===== src/rtl/qgsd_pkg.sv =====
// Package for the group-scaled q4 dot product core.
// Job record passed front to back, binary32 helpers for convert, multiply and add.
// No dependencies.
package qgsd_pkg;

	localparam logic [31:0] QNAN_DEFAULT = 32'hffc00000;
	localparam logic [31:0] QUIET_BIT    = 32'h00400000;

	typedef struct packed {
		logic [31:0] acc;
		logic [15:0] wsh;
		logic [31:0] asb;
		logic        do_group;
		logic        end_row;
	} qgsd_job_t;

	localparam int JOB_W = $bits(qgsd_job_t);

	typedef enum logic [3:0] {
		B_IDLE, B_CVT, B_MUL1, B_RND1, B_MUL2, B_RND2, B_ALN, B_NRM, B_EMIT
	} qgsd_bstate_t;

	typedef struct packed {
		logic               special;
		logic [31:0]        spec;
		logic               sign;
		logic signed [10:0] e;
		logic [47:0]        p;
	} qgsd_mul_t;

	typedef struct packed {
		logic        special;
		logic [31:0] spec;
		logic        sign;
		logic        zsign;
		logic [8:0]  e;
		logic [27:0] sum;
	} qgsd_add_t;

	function automatic logic is_nan(input logic [31:0] x);
		return (x[30:23] == 8'hff) && (x[22:0] != 23'd0);
	endfunction

	function automatic logic is_inf(input logic [31:0] x);
		return (x[30:23] == 8'hff) && (x[22:0] == 23'd0);
	endfunction

	function automatic logic [5:0] clz48(input logic [47:0] v);
		logic [5:0] n;
		logic       hit;
		n = 6'd48;
		hit = 1'b0;
		for (int i = 47; i >= 0; i--) begin
			if (!hit && v[i]) begin
				n = 6'(47 - i);
				hit = 1'b1;
			end
		end
		return n;
	endfunction

	function automatic logic [31:0] half_to_single(input logic [15:0] h);
		logic [10:0] m11;
		logic [5:0]  sh;
		logic [10:0] mn;
		logic [7:0]  ex;
		m11 = {1'b0, h[9:0]};
		sh = clz48({m11, 37'd0});
		mn = m11 << sh;
		ex = 8'd113 - 8'(sh);
		if (h[14:10] == 5'd0) begin
			if (h[9:0] == 10'd0) return {h[15], 31'd0};
			return {h[15], ex, mn[9:0], 13'd0};
		end
		if (h[14:10] == 5'h1f) return {h[15], 8'hff, h[9:0], 13'd0};
		return {h[15], 8'(h[14:10]) + 8'd112, h[9:0], 13'd0};
	endfunction

	function automatic logic [31:0] int_to_single(input logic [31:0] a);
		logic [31:0] m;
		logic [5:0]  lz;
		logic [31:0] n;
		m = a[31] ? (~a + 32'd1) : a;
		lz = clz48({m, 16'd0});
		n = m << lz;
		if (a == 32'd0) return 32'd0;
		return {a[31], 8'd158 - 8'(lz), n[30:8]};
	endfunction

	function automatic qgsd_mul_t fmul_pre(input logic [31:0] a, input logic [31:0] b);
		qgsd_mul_t  r;
		logic [7:0] ea, eb;
		logic [23:0] ma, mb;
		r.sign = a[31] ^ b[31];
		r.special = 1'b1;
		r.spec = {r.sign, 8'hff, 23'd0};
		if (is_nan(a)) r.spec = a | QUIET_BIT;
		else if (is_nan(b)) r.spec = b | QUIET_BIT;
		else if (is_inf(a)) begin
			if (b[30:0] == 31'd0) r.spec = QNAN_DEFAULT;
		end else if (is_inf(b)) begin
			if (a[30:0] == 31'd0) r.spec = QNAN_DEFAULT;
		end else r.special = 1'b0;
		ea = (a[30:23] == 8'd0) ? 8'd1 : a[30:23];
		eb = (b[30:23] == 8'd0) ? 8'd1 : b[30:23];
		ma = {a[30:23] != 8'd0, a[22:0]};
		mb = {b[30:23] != 8'd0, b[22:0]};
		r.e = $signed(11'(ea)) + $signed(11'(eb)) - 11'sd127;
		r.p = 48'(ma) * 48'(mb);
		return r;
	endfunction

	function automatic logic [31:0] fmul_post(input qgsd_mul_t s);
		logic [5:0]         lz;
		logic signed [10:0] er;
		logic signed [10:0] rs;
		logic [47:0]        n0, n, msk;
		logic               stk, g, st, inc;
		logic [7:0]         ef;
		logic [30:0]        res;
		lz = clz48(s.p);
		er = s.e + 11'sd1 - $signed(11'(lz));
		n0 = s.p << lz;
		n = n0;
		stk = 1'b0;
		ef = er[7:0];
		if (er < 11'sd1) begin
			rs = 11'sd1 - er;
			ef = 8'd0;
			if (rs >= 11'sd48) begin
				n = 48'd0;
				stk = 1'b1;
			end else begin
				msk = (48'd1 << rs[5:0]) - 48'd1;
				n = n0 >> rs[5:0];
				stk = |(n0 & msk);
			end
		end
		g = n[23];
		st = (|n[22:0]) | stk;
		inc = g & (st | n[24]);
		res = {ef, n[46:24]} + 31'(inc);
		if (s.special) return s.spec;
		if (s.p == 48'd0) return {s.sign, 31'd0};
		if (er >= 11'sd255) return {s.sign, 8'hff, 23'd0};
		return {s.sign, res};
	endfunction

	function automatic qgsd_add_t fadd_pre(input logic [31:0] a, input logic [31:0] b);
		qgsd_add_t   r;
		logic [31:0] x, y;
		logic [7:0]  ex, ey, d;
		logic [26:0] mx3, my3, ys, msk;
		logic        stk;
		r.special = 1'b1;
		r.spec = QNAN_DEFAULT;
		if (is_nan(a)) r.spec = a | QUIET_BIT;
		else if (is_nan(b)) r.spec = b | QUIET_BIT;
		else if (is_inf(a) && is_inf(b)) begin
			if (a[31] == b[31]) r.spec = a;
		end else if (is_inf(a)) r.spec = a;
		else if (is_inf(b)) r.spec = b;
		else r.special = 1'b0;
		if (a[30:0] < b[30:0]) begin
			x = b;
			y = a;
		end else begin
			x = a;
			y = b;
		end
		ex = (x[30:23] == 8'd0) ? 8'd1 : x[30:23];
		ey = (y[30:23] == 8'd0) ? 8'd1 : y[30:23];
		mx3 = {x[30:23] != 8'd0, x[22:0], 3'd0};
		my3 = {y[30:23] != 8'd0, y[22:0], 3'd0};
		d = ex - ey;
		if (d >= 8'd27) begin
			ys = 27'd0;
			stk = |my3;
		end else begin
			msk = (27'd1 << d[4:0]) - 27'd1;
			ys = my3 >> d[4:0];
			stk = |(my3 & msk);
		end
		ys[0] = ys[0] | stk;
		r.sum = (x[31] ^ y[31]) ? (28'(mx3) - 28'(ys)) : (28'(mx3) + 28'(ys));
		r.sign = x[31];
		r.zsign = a[31] & b[31];
		r.e = 9'(ex);
		return r;
	endfunction

	function automatic logic [31:0] fadd_post(input qgsd_add_t s);
		logic [26:0] n;
		logic [8:0]  e, s9, lz9;
		logic [5:0]  lz;
		logic [7:0]  ef;
		logic        g, st, inc;
		logic [30:0] res;
		lz = clz48({s.sum[26:0], 21'd0});
		lz9 = 9'(lz);
		if (s.sum[27]) begin
			n = {s.sum[27:2], s.sum[1] | s.sum[0]};
			e = s.e + 9'd1;
		end else begin
			s9 = (lz9 < s.e - 9'd1) ? lz9 : s.e - 9'd1;
			n = s.sum[26:0] << s9;
			e = s.e - s9;
		end
		ef = n[26] ? e[7:0] : 8'd0;
		g = n[2];
		st = |n[1:0];
		inc = g & (st | n[3]);
		res = {ef, n[25:3]} + 31'(inc);
		if (s.special) return s.spec;
		if (s.sum == 28'd0) return {s.zsign, 31'd0};
		if (e >= 9'd255) return {s.sign, 8'hff, 23'd0};
		return {s.sign, res};
	endfunction

endpackage


===== src/rtl/qgsd_fifo.sv =====
// Small register queue between the front and back parts.
// Depends on nothing.
module qgsd_fifo #(
	parameter int WIDTH = 8,
	parameter int DEPTH = 4
) (
	input  logic             clk,
	input  logic             arst_n,
	input  logic             wr_en,
	input  logic [WIDTH-1:0] wr_data,
	output logic             full,
	input  logic             rd_en,
	output logic [WIDTH-1:0] rd_data,
	output logic             empty
);
	localparam int PW = (DEPTH > 1) ? $clog2(DEPTH) : 1;
	localparam int CW = $clog2(DEPTH + 1);

	logic [WIDTH-1:0] mem_q [DEPTH];
	logic [PW-1:0]    wp_q, rp_q;
	logic [CW-1:0]    cnt_q;
	logic             wr, rd;

	assign full = (cnt_q == CW'(DEPTH));
	assign empty = (cnt_q == '0);
	assign wr = wr_en & ~full;
	assign rd = rd_en & ~empty;
	assign rd_data = mem_q[rp_q];

	always_ff @(posedge clk) begin
		if (wr) mem_q[wp_q] <= wr_data;
	end

	always_ff @(posedge clk or negedge arst_n) begin
		if (!arst_n) begin
			wp_q <= '0;
			rp_q <= '0;
			cnt_q <= '0;
		end else begin
			if (wr) wp_q <= (wp_q == PW'(DEPTH - 1)) ? '0 : wp_q + PW'(1);
			if (rd) rp_q <= (rp_q == PW'(DEPTH - 1)) ? '0 : rp_q + PW'(1);
			if (wr && !rd) cnt_q <= cnt_q + CW'(1);
			else if (rd && !wr) cnt_q <= cnt_q - CW'(1);
		end
	end
endmodule


===== src/rtl/qgsd_front.sv =====
// Front part: per-beat int4 x int8 MAC into a saturating group accumulator.
// Issues a job at group or row end. Depends on qgsd_pkg.
module qgsd_front import qgsd_pkg::*; #(
	parameter int MAX_GROUP = 64
) (
	input  logic              clk,
	input  logic              arst_n,
	input  logic              accept,
	input  logic [7:0]        weight_pair,
	input  logic signed [7:0] act_lo,
	input  logic signed [7:0] act_hi,
	input  logic [15:0]       weight_scale_half,
	input  logic [31:0]       act_scale_bits,
	input  logic              last_in_group,
	input  logic              last_in_row,
	output logic              job_push,
	output qgsd_job_t         job
);
	localparam int AW = $clog2(MAX_GROUP * 1024) + 2;
	localparam int SW = AW + 2;
	localparam logic signed [SW-1:0] LIMIT = SW'(MAX_GROUP * 1024);

	logic signed [AW-1:0] acc_q;
	logic signed [4:0]    w_lo, w_hi;
	logic signed [12:0]   p_lo, p_hi;
	logic signed [SW-1:0] sum, sat;

	always_comb begin
		w_lo = $signed({1'b0, weight_pair[3:0]}) - 5'sd8;
		w_hi = $signed({1'b0, weight_pair[7:4]}) - 5'sd8;
		p_lo = 13'(w_lo) * 13'(act_lo);
		p_hi = 13'(w_hi) * 13'(act_hi);
		sum = SW'(acc_q) + SW'(p_lo) + SW'(p_hi);
		if (sum > LIMIT) sat = LIMIT;
		else if (sum < -LIMIT) sat = -LIMIT;
		else sat = sum;
	end

	assign job_push = accept & (last_in_group | last_in_row);
	assign job.acc = 32'(sat);
	assign job.wsh = weight_scale_half;
	assign job.asb = act_scale_bits;
	assign job.do_group = last_in_group;
	assign job.end_row = last_in_row;

	always_ff @(posedge clk or negedge arst_n) begin
		if (!arst_n) begin
			acc_q <= '0;
		end else if (accept) begin
			acc_q <= (last_in_group || last_in_row) ? '0 : AW'(sat);
		end
	end
endmodule


===== src/rtl/qgsd_back.sv =====
// Back part: float dequantize of a group and row sum, one binary32 step per cycle.
// Holds the result beat register. Depends on qgsd_pkg.
module qgsd_back import qgsd_pkg::*; (
	input  logic        clk,
	input  logic        arst_n,
	input  logic        job_avail,
	input  qgsd_job_t   job,
	output logic        job_pop,
	output logic        empty,
	input  logic        pop,
	output logic [31:0] row_sum
);
	qgsd_bstate_t st_q, st_nxt;
	qgsd_job_t    job_q;
	logic [31:0]  a_q, ws_q, pr_q, row_q, out_q;
	qgsd_mul_t    mp_q;
	qgsd_add_t    ad_q;
	logic         out_valid_q, slot_free, res_push;

	assign slot_free = ~out_valid_q | pop;
	assign empty = ~out_valid_q;
	assign row_sum = out_q;

	always_comb begin
		st_nxt = st_q;
		unique case (st_q)
			B_IDLE: if (job_avail) st_nxt = job.do_group ? B_CVT : B_EMIT;
			B_CVT:  st_nxt = B_MUL1;
			B_MUL1: st_nxt = B_RND1;
			B_RND1: st_nxt = B_MUL2;
			B_MUL2: st_nxt = B_RND2;
			B_RND2: st_nxt = B_ALN;
			B_ALN:  st_nxt = B_NRM;
			B_NRM:  st_nxt = job_q.end_row ? B_EMIT : B_IDLE;
			B_EMIT: if (slot_free) st_nxt = B_IDLE;
			default: st_nxt = B_IDLE;
		endcase
	end

	always_comb begin
		job_pop = (st_q == B_IDLE) & job_avail;
		res_push = (st_q == B_EMIT) & slot_free;
	end

	always_ff @(posedge clk) begin
		if (job_pop) job_q <= job;
		case (st_q)
			B_CVT: begin
				a_q <= int_to_single(job_q.acc);
				ws_q <= half_to_single(job_q.wsh);
			end
			B_MUL1: mp_q <= fmul_pre(a_q, ws_q);
			B_RND1: pr_q <= fmul_post(mp_q);
			B_MUL2: mp_q <= fmul_pre(pr_q, job_q.asb);
			B_RND2: pr_q <= fmul_post(mp_q);
			B_ALN:  ad_q <= fadd_pre(row_q, pr_q);
			default: ;
		endcase
		if (res_push) out_q <= row_q;
	end

	always_ff @(posedge clk or negedge arst_n) begin
		if (!arst_n) begin
			st_q <= B_IDLE;
			row_q <= 32'd0;
			out_valid_q <= 1'b0;
		end else begin
			st_q <= st_nxt;
			if (st_q == B_NRM) row_q <= fadd_post(ad_q);
			else if (res_push) row_q <= 32'd0;
			if (res_push) out_valid_q <= 1'b1;
			else if (pop) out_valid_q <= 1'b0;
		end
	end
endmodule


===== src/rtl/q4_group_scaled_dot_product_core.sv =====
// Top level of the q4 group-scaled dot product core.
// Depends on qgsd_pkg, qgsd_front, qgsd_fifo, qgsd_back.
//
// Usage:
//   Input queue: drive the beat fields and push; a beat is taken when push is
//   high and full is low. Each beat adds two int4 x int8 products into the
//   group accumulator.
//   A beat with last_in_group or last_in_row becomes a job in a JOB_DEPTH entry
//   queue. The float unit runs convert, two multiplies with separate rounding
//   and add for each closed group, then an emit step at row end.
//   Throughput is one beat per cycle while the job queue has room; short groups
//   can fill it, and full rises when the job queue fills.
//   Result queue: row_sum is valid while empty is low and is taken with pop.
//   After the last beat of a row, empty falls once its job has passed the job
//   queue and back part; a row ending inside a group skips the float steps.
//   If the result is not popped, the back part holds at row end and the job
//   queue, then full, backs up; no beat is lost.
//   Reset clears the group accumulator, the row sum and both queues.
module q4_group_scaled_dot_product_core import qgsd_pkg::*; #(
	parameter int MAX_GROUP = 64,
	parameter int JOB_DEPTH = 4
) (
	input  logic              clk,
	input  logic              arst_n,
	input  logic              push,
	output logic              full,
	input  logic [7:0]        weight_pair,
	input  logic signed [7:0] act_lo,
	input  logic signed [7:0] act_hi,
	input  logic [15:0]       weight_scale_half,
	input  logic [31:0]       act_scale_bits,
	input  logic              last_in_group,
	input  logic              last_in_row,
	output logic              empty,
	input  logic              pop,
	output logic [31:0]       row_sum
);
	logic      job_push, job_pop, job_empty;
	qgsd_job_t job_in, job_out;
	logic [JOB_W-1:0] job_rd;

	qgsd_front #(.MAX_GROUP(MAX_GROUP)) u_front (
		.clk(clk), .arst_n(arst_n), .accept(push & ~full),
		.weight_pair(weight_pair), .act_lo(act_lo), .act_hi(act_hi),
		.weight_scale_half(weight_scale_half), .act_scale_bits(act_scale_bits),
		.last_in_group(last_in_group), .last_in_row(last_in_row),
		.job_push(job_push), .job(job_in)
	);

	qgsd_fifo #(.WIDTH(JOB_W), .DEPTH(JOB_DEPTH)) u_fifo (
		.clk(clk), .arst_n(arst_n),
		.wr_en(job_push), .wr_data(job_in), .full(full),
		.rd_en(job_pop), .rd_data(job_rd), .empty(job_empty)
	);

	assign job_out = qgsd_job_t'(job_rd);

	qgsd_back u_back (
		.clk(clk), .arst_n(arst_n),
		.job_avail(~job_empty), .job(job_out), .job_pop(job_pop),
		.empty(empty), .pop(pop), .row_sum(row_sum)
	);
endmodule


===== config.mk =====
export PLATFORM = sky130hd
export DESIGN_NAME = q4_group_scaled_dot_product_core
export DESIGN_NICKNAME = d
export VERILOG_FILES = /design/src/rtl/qgsd_pkg.sv /design/src/rtl/qgsd_fifo.sv /design/src/rtl/qgsd_front.sv /design/src/rtl/qgsd_back.sv /design/src/rtl/q4_group_scaled_dot_product_core.sv
export SDC_FILE = /design/constraint.sdc
export NUM_CORES = 2
export LEC_CHECK = 0
export BUFFER_PORTS_ARGS = -buffer_cell sky130_fd_sc_hd__buf_4
export CAP_MARGIN = 20
export CORE_AREA = 2 2 382 763
export CTS_BUF_LIST = sky130_fd_sc_hd__clkbuf_8
export CTS_CLUSTER_DIAMETER = 150
export DETAILED_ROUTE_END_ITERATION = 8
export DIE_AREA = 0 0 384 765
export PLACE_DENSITY = 0.52
export SETUP_SLACK_MARGIN = 0.15
export SKIP_LAST_GASP = 1
export SLEW_MARGIN = 5
export SYNTH_ARGS = -nofsm -noshare
export SYNTH_HDL_FRONTEND = slang
export SYNTH_HIERARCHICAL = 1
export SYNTH_SLANG_ARGS = --single-unit

===== constraint.sdc =====
create_clock -name clk -period 21.8 [get_ports clk]
set_input_delay 4.36 -clock clk [delete_from_list [all_inputs] [get_ports clk]]
set_output_delay 4.36 -clock clk [all_outputs]
set_load 0.02 [all_outputs]

Word level (Yosys, flattened, before mapping)
Memories as Yosys holds them, arrays and structs flattened.
Cells that the tools add are included.
{"block": "word_totals", "regBits": 435, "mem_bits_rw": 328, "in_bits": 78, "memories": 1}
{"memory": "u_fifo.mem_q", "depth": 4, "word_bits": 82, "read_ports": 1, "rd_clocked_by_memory_dff": 0, "write_ports": 1, "line": "qgsd_fifo.sv:19", "text": "logic [WIDTH-1:0] mem_q [DEPTH];"}
{"block": "op_classes", "addsub": 33, "n_mul": 4, "magnitude_cmp": 12, "eq_ne": 20, "shifts": 11, "n_mux": 632, "n_bitwise": 29, "n_reduce_logical": 384}
{"operator": "$mux 32", "count": 49}
{"operator": "$mux 6", "count": 169}
{"operator": "$mux 1", "count": 375}
{"operator": "$mux 47", "count": 6}
{"operator": "$pmux 93 s2", "count": 1}
{"operator": "$logic_and 1x1->1", "count": 173}
{"operator": "$logic_not 1->1", "count": 162}
{"operator": "$logic_not 31->1", "count": 4}
{"operator": "$logic_not 23->1", "count": 5}
{"operator": "$reduce_bool 23->1", "count": 5}
{"operator": "$mux 27", "count": 4}
{"operator": "$and 48x48->48", "count": 2}
{"operator": "$mul 24x24->48", "count": 2}
{"operator": "$reduce_or 48->1", "count": 2}
{"operator": "$shl 1x6->48 const A", "count": 2}
{"operator": "$shl 48x6->48", "count": 2}
{"operator": "$shr 48x6->47", "count": 2}
{"operator": "$sub 48x1->48 const B", "count": 2}
{"operator": "$add 31x1->31", "count": 3}
{"operator": "$mux 8", "count": 11}
{"operator": "$pmux 32 s2", "count": 1}
{"operator": "$logic_not 48->1", "count": 1}
{"operator": "$logic_not 8->1", "count": 6}
{"operator": "$reduce_bool 8->1", "count": 6}
{"operator": "76 further kinds", "count": 130}

Longest topological paths before layout
{"block": "depth", "word_depth": 207, "ltp_mapped": 52}

Hierarchy
Netlist, hierarchy kept.
{"module": "qgsd_back", "instances": 1, "cells_each": 7956, "area_each_um2": 67380.9}
{"module": "qgsd_fifo", "instances": 1, "cells_each": 465, "area_each_um2": 12299.3}
{"module": "qgsd_front", "instances": 1, "cells_each": 712, "area_each_um2": 6314.8}
{"module": "q4_group_scaled_dot_product_core", "instances": 1, "cells_each": 2, "area_each_um2": 17.5}

Least setup slack after synthesis
No wires, ideal clock.
{"block": "synth_path", "kind": "register to register", "from": "register u_back.pr_q[11]", "to": "register u_back/ad_q[25] in the netlist's numbering, data pin", "arrival_time_ns": 10.682, "required_ns": 21.524, "path_slack_ns": 10.843, "path_stages_with_launch": 48, "path_buffers": 12, "synth_period_minus_slack_ns": 10.957, "path_cell_list": "edfxtp_1 clkbuf_1 clkbuf_1 inv_1 ha_1 or4_1 a21oi_1 o21ai_0 a31oi_1 clkbuf_1 buf_1 clkbuf_1 buf_1 clkbuf_1 clkbuf_1 a21oi_1 fa_1 buf_1 (+12 left out) fa_1 a21oi_1 o21a_1 o21bai_1 a21oi_1 o21bai_1 a21oi_1 o21bai_1 a21o_1 a21oi_1 o21bai_1 a211o_1 a2111oi_0 o21bai_1 a41oi_1 o311ai_0 o311ai_0 xor2_1"}
{"block": "synth_between", "elab_chain_cells": 15, "elab_cells_between_ends": 27, "classes_between": "add/sub (4); order compare (2); shift (2); mux (11); bitwise (3); reduce/logical (5)"}
{"element": "start: declaration", "line": "qgsd_back.sv:15", "text": "logic [31:0] a_q, ws_q, pr_q, row_q, out_q;"}
{"element": "start signal: assignment", "line": "qgsd_back.sv:53", "text": "B_RND1: pr_q <= fmul_post(mp_q);"}
{"element": "start signal: assignment", "line": "qgsd_back.sv:55", "text": "B_RND2: pr_q <= fmul_post(mp_q);"}
{"element": "$lt 31x31->1", "line": "qgsd_pkg.sv:164", "text": "if (a[30:0] < b[30:0]) begin"}
{"element": "$mux 32", "line": "qgsd_pkg.sv:164"}
{"element": "$mux 32", "line": "qgsd_back.sv:47", "text": "case (st_q)"}
{"element": "$logic_not 8->1 (on tied branches)", "line": "qgsd_pkg.sv:171, qgsd_pkg.sv:172"}
{"element": "$mux 8 (on tied branches)", "line": "qgsd_pkg.sv:171, qgsd_pkg.sv:172"}
{"element": "$sub 8x8->8", "line": "qgsd_pkg.sv:175", "text": "d = ex - ey;"}
{"element": "$shl 1x5->27", "line": "qgsd_pkg.sv:180", "text": "msk = (27'd1 << d[4:0]) - 27'd1;"}
{"element": "$sub 27x1->27", "line": "qgsd_pkg.sv:180"}
{"element": "$and 27x27->27", "line": "qgsd_pkg.sv:182", "text": "stk = |(my3 & msk);"}
{"element": "$reduce_or 27->1", "line": "qgsd_pkg.sv:182"}
{"element": "$mux 1", "line": "qgsd_pkg.sv:176", "text": "if (d >= 8'd27) begin"}
{"element": "$mux 1", "line": "qgsd_back.sv:47"}
{"element": "$or 1x1->1", "line": "qgsd_pkg.sv:184", "text": "ys[0] = ys[0] | stk;"}
{"element": "$add 27x27->28 or $sub 27x27->28 (tied branches)", "line": "qgsd_pkg.sv:185", "text": "r.sum = (x[31] ^ y[31]) ? (28'(mx3) - 28'(ys)) : (28'(mx3) + 28'(ys));"}
{"element": "$mux 28 (*)", "line": "qgsd_pkg.sv:185"}
{"element": "end signal: assignment", "line": "qgsd_back.sv:56", "text": "B_ALN: ad_q <= fadd_pre(row_q, pr_q);"}
{"element": "end: declaration", "line": "qgsd_back.sv:17", "text": "qgsd_add_t ad_q;"}
Mark *: on every way between the ends. The rest lies on a longest branch, timed or not. The select of a mux whose other input is x is not followed.
A chain may end at the register's enable or synchronous reset.

Worst setup path in the final report
{"block": "layout_path", "from": "register u_back/mp_q[35] in the netlist's numbering", "to": "register u_back.pr_q[0], data pin"}
{"block": "layout_between", "elab_chain_cells": 160, "elab_cells_between_ends": 424, "classes_between": "add/sub (8); order compare (6); shift (6); mux (249); bitwise (8); reduce/logical (147)"}
{"element": "start: declaration", "line": "qgsd_back.sv:16", "text": "qgsd_mul_t mp_q;"}
{"element": "start signal: assignment", "line": "qgsd_back.sv:52", "text": "B_MUL1: mp_q <= fmul_pre(a_q, ws_q);"}
{"element": "start signal: assignment", "line": "qgsd_back.sv:54", "text": "B_MUL2: mp_q <= fmul_pre(pr_q, job_q.asb);"}
{"element": "$logic_and 1x1->1", "line": "qgsd_pkg.sv:54", "text": "if (!hit && v[i]) begin"}
{"element": "$mux 1", "line": "qgsd_pkg.sv:54"}
{"element": "$mux 1", "line": "qgsd_back.sv:47"}
{"element": "$logic_not 1->1", "line": "qgsd_pkg.sv:54"}
{"element": "$logic_and 1x1->1", "line": "qgsd_pkg.sv:54"}
{"element": "$mux 1", "line": "qgsd_pkg.sv:54"}
{"element": "$mux 1", "line": "qgsd_back.sv:47"}
{"element": "$logic_not 1->1", "line": "qgsd_pkg.sv:54"}
{"element": "(+144 left out)"}
{"element": "$or 1x1->1", "line": "qgsd_pkg.sv:140", "text": "st = (|n[22:0]) | stk;"}
{"element": "$or 1x1->1", "line": "qgsd_pkg.sv:141", "text": "inc = g & (st | n[24]);"}
{"element": "$and 1x1->1", "line": "qgsd_pkg.sv:141"}
{"element": "$add 31x1->31", "line": "qgsd_pkg.sv:142", "text": "res = {ef, n[46:24]} + 31'(inc);"}
{"element": "$mux 32", "line": "qgsd_pkg.sv:146", "text": "return {s.sign, res};"}
{"element": "$mux 32", "line": "qgsd_pkg.sv:145", "text": "if (er >= 11'sd255) return {s.sign, 8'hff, 23'd0};"}
{"element": "$mux 32", "line": "qgsd_pkg.sv:144", "text": "if (s.p == 48'd0) return {s.sign, 31'd0};"}
{"element": "$pmux 32 s2 (*)", "line": "qgsd_back.sv:47"}
Marks and branches as above.

==> metrics.yaml <==
outcome: "finished, final reports clean"
routabilityCongestion: 1.02
first_iter_violations: 5745
yosys.area_share.xor_xnor: 0.0256
ys_dominant_reg_cell: "edfxtp_1"
num_vias: 72800
chipHeight_um: 765
pre_cts_slack_ns: 9.74
dieArea_um2: 294000
synthToLayoutAreaGrowth_pct: 9.30
fin_util: 0.326
cts_buffer_depth: 3
synth_seq_cells: 749
start_util: 0.299
rows: 279
start_kind: "flop"
rsz0062_at_grt: "no"
grt_pass1_wl_um: 543000
grt_max_degree: 76
htree_levels: 3
finalSetupViolations: 0
numCtsBuffers: 114
insertion_delay_ns: 0.91
yosys_warnings: 6
synthArstFlopShare: 0.0828
critical_path.max_stage_delay_ns: 0.68
synth.distinct_cells: 122
cts_tree: "built"
grt_pass1_vias: 76500
yosys-top-cells-count: "nand2_1, inv_1, fa_1"
worstSetupEndpointType: "flop"
worst_path_max_delay_cell: "nor3b_2"
syn_area_um2: 86000
fin_tns_setup_ns: 0
fin_crit_ns: 12.22
vias_per_cell: 5.59
synth_compound_area_frac: 0.139
skew_ns: 0.107
slew_violations: 0
hold_buffers: 0
core_um2: 288000
wl_per_cell_um: 29.1
first_pass_iters: 8
relSlewSlack: 0.151
hold_path_class: "reg2reg"
worstPathRequired_ns: 22.39
max_freq_mhz: 81.8
cts_setup_buffers: 0
synthSimpleGateAreaFrac: 0.166
finalHoldViolations: 0
synthAdderAreaFrac: 0.267
die_x_um: 384
ios: 112
synth_top_area_cell: "edfxtp_1"
drive_above_1_share: 0.110
path_class: "reg2reg"
clock_sinks: 749
avgSynthCellArea_um2: 9.42
fin_ws_ns: 9.58
synth_top_family_by_area: "adder cells"
port_buffers: 111
synth_area_leaders: "edfxtp_1, fa_1, ha_1, nand2_1, inv_1"
worst_slew_pin_slew_ns: 1.24
yosysTopAreaCellShare: 0.240
clkTransAtPathRegs_ns: 0.07
seq_area_frac_synth: 0.258
grt_usage: 0.256
nNetsFinal: 10500
period_share: 0.561
cts-root-buf: "clkbuf_8"
synth-edff-count: 687
drt-total-wl_um: 379000
ctsResizeCount: 0
synth_mux_area_frac: 0.0666
critPathArrivalTime_ns: 12.82
ant_nets: 0
antenna_found_initial: 42
syn_inst: 9135
post-dp-hpwl_um: 295000
synth.most_common_cell: "nand2_1"
crit_top_cell: "buf_4"
gr-total-overflow: 0
cap_viol_max_count: 0
cp_max_fo: 27
fill_cells: 29700
drc_errors: 0
[registers in the layout, indices dropped and copies added (netlist names), 3 cells and up]
signal and count:
u_back/job_q 81, u_back/a_q 32, u_back/ws_q 19, u_back/st_q 4, u_back/pr_q 32, u_fifo/mem_q 328
u_back/mp_q 92, u_back/row_q 32, u_back/row_sum 32, u_front/acc_q 18, u_back/ad_q 71, u_fifo/cnt_q 3
[layer usage]
layer,share of wire,GRT usage,vias to the layer above
li1,-,-,31700
met3,0.048,0.0389,1343
met5,0.00030,0,-
met1,0.30,0.231,36700
met4,0.11,0.241,16
met2,0.54,0.480,3100
[cells in the final DEF, fill, tap and decap left out, drive strengths merged, types with 32 or more instances in the layout]
master / netlist / routed
a211oi: 94 / 94
a21o: 63 / 63
a21oi: 395 / 395
a221oi: 45 / 45
a22o: 32 / 32
a22oi: 48 / 48
a31oi: 100 / 100
and2: 410 / 410
and3: 54 / 54
buf: 166 / 422
clkbuf: 470 / 120
clkinv: 4 / 51
dfrtp: 62 / 62
diode: 0 / 65
edfxtp: 687 / 687
fa: 793 / 793
ha: 568 / 568
inv: 1020 / 1056
mux2: 84 / 84
mux2i: 198 / 198
mux4: 124 / 124
nand2: 1102 / 1102
nand2b: 56 / 56
nand3: 201 / 201
nand4: 84 / 84
nor2: 543 / 543
nor2b: 57 / 57
nor3: 169 / 169
nor4: 89 / 89
o211ai: 57 / 57
o21a: 48 / 48
o21ai: 346 / 346
o21bai: 43 / 43
o22ai: 77 / 77
o31ai: 47 / 47
or2: 50 / 50
or3: 51 / 51
xnor2: 156 / 156
xor2: 92 / 92
[metrics by stage]
| step | instance area (µm²) | hold WS (ns) | std cells |
|---|---|---|---|
| finish | 94000 | 0.498 | 13000 |
| global route | 94000 | 0.525 | 13000 |
| CTS | 93700 | 0.517 | 12900 |
| detailed placement | 91300 | 0.475 | 12700 |
| global placement | 91300 | 0.472 | 12700 |
| floorplan | 86100 | 0.400 | 9150 |
[layout make-up]
| class | instances | area [µm²] | share of cell area |
|---|---|---|---|
| clock buffer | 116 | 1600 | 0.0170 |
| antenna | 65 | 163 | 0.00173 |
| tap | 3793 | 4750 | 0.0505 |
| timing repair buffer | 426 | 3200 | 0.0340 |
| sequential | 749 | 22200 | 0.236 |
| inverter | 1024 | 3850 | 0.0409 |
| clock inverter | 97 | 786 | 0.00836 |
| multi-input combinational | 6741 | 57500 | 0.611 |
[logic make-up after synthesis]
kind of cell	Yosys count
other cells	1
xor+xnor	249
fa+ha+maj	1361
compound gates	1752
mux	406
buf+inv	1660
flops	749
simple gates	2957
[worst max-delay path: cells and delay by family (launching register included)]
family / cells / cell delay, ns
flops: 1 / 0.50
simple gates: 12 / 4.49
mux: 1 / 0.38
fa+ha+maj: 3 / 0.98
xor+xnor: 2 / 1.14
compound gates: 10 / 2.62
buf+inv: 7 / 1.70
[final timing paths]
path | from | endpoint | slack [ns] | cells after the start
max | u_back/mp_q[35] | u_back/pr_q[0] | 9.58 | 35
min reg2reg | u_back/job_q[49] | u_back/ws_q[31] | 0.50 | 0
max reg2reg | u_back/mp_q[35] | u_back/pr_q[0] | 9.58 | 35
min | u_back/job_q[49] | u_back/ws_q[31] | 0.50 | 0
max in group asynchronous | arst_n | u_fifo/rp_q[1] | 17.03 | 2
min in group asynchronous | arst_n | u_back/row_q[26] | 3.32 | 1
Power is not shown: default switching activity piles up to over one toggle a cycle in this logic, so the estimate is an artifact.
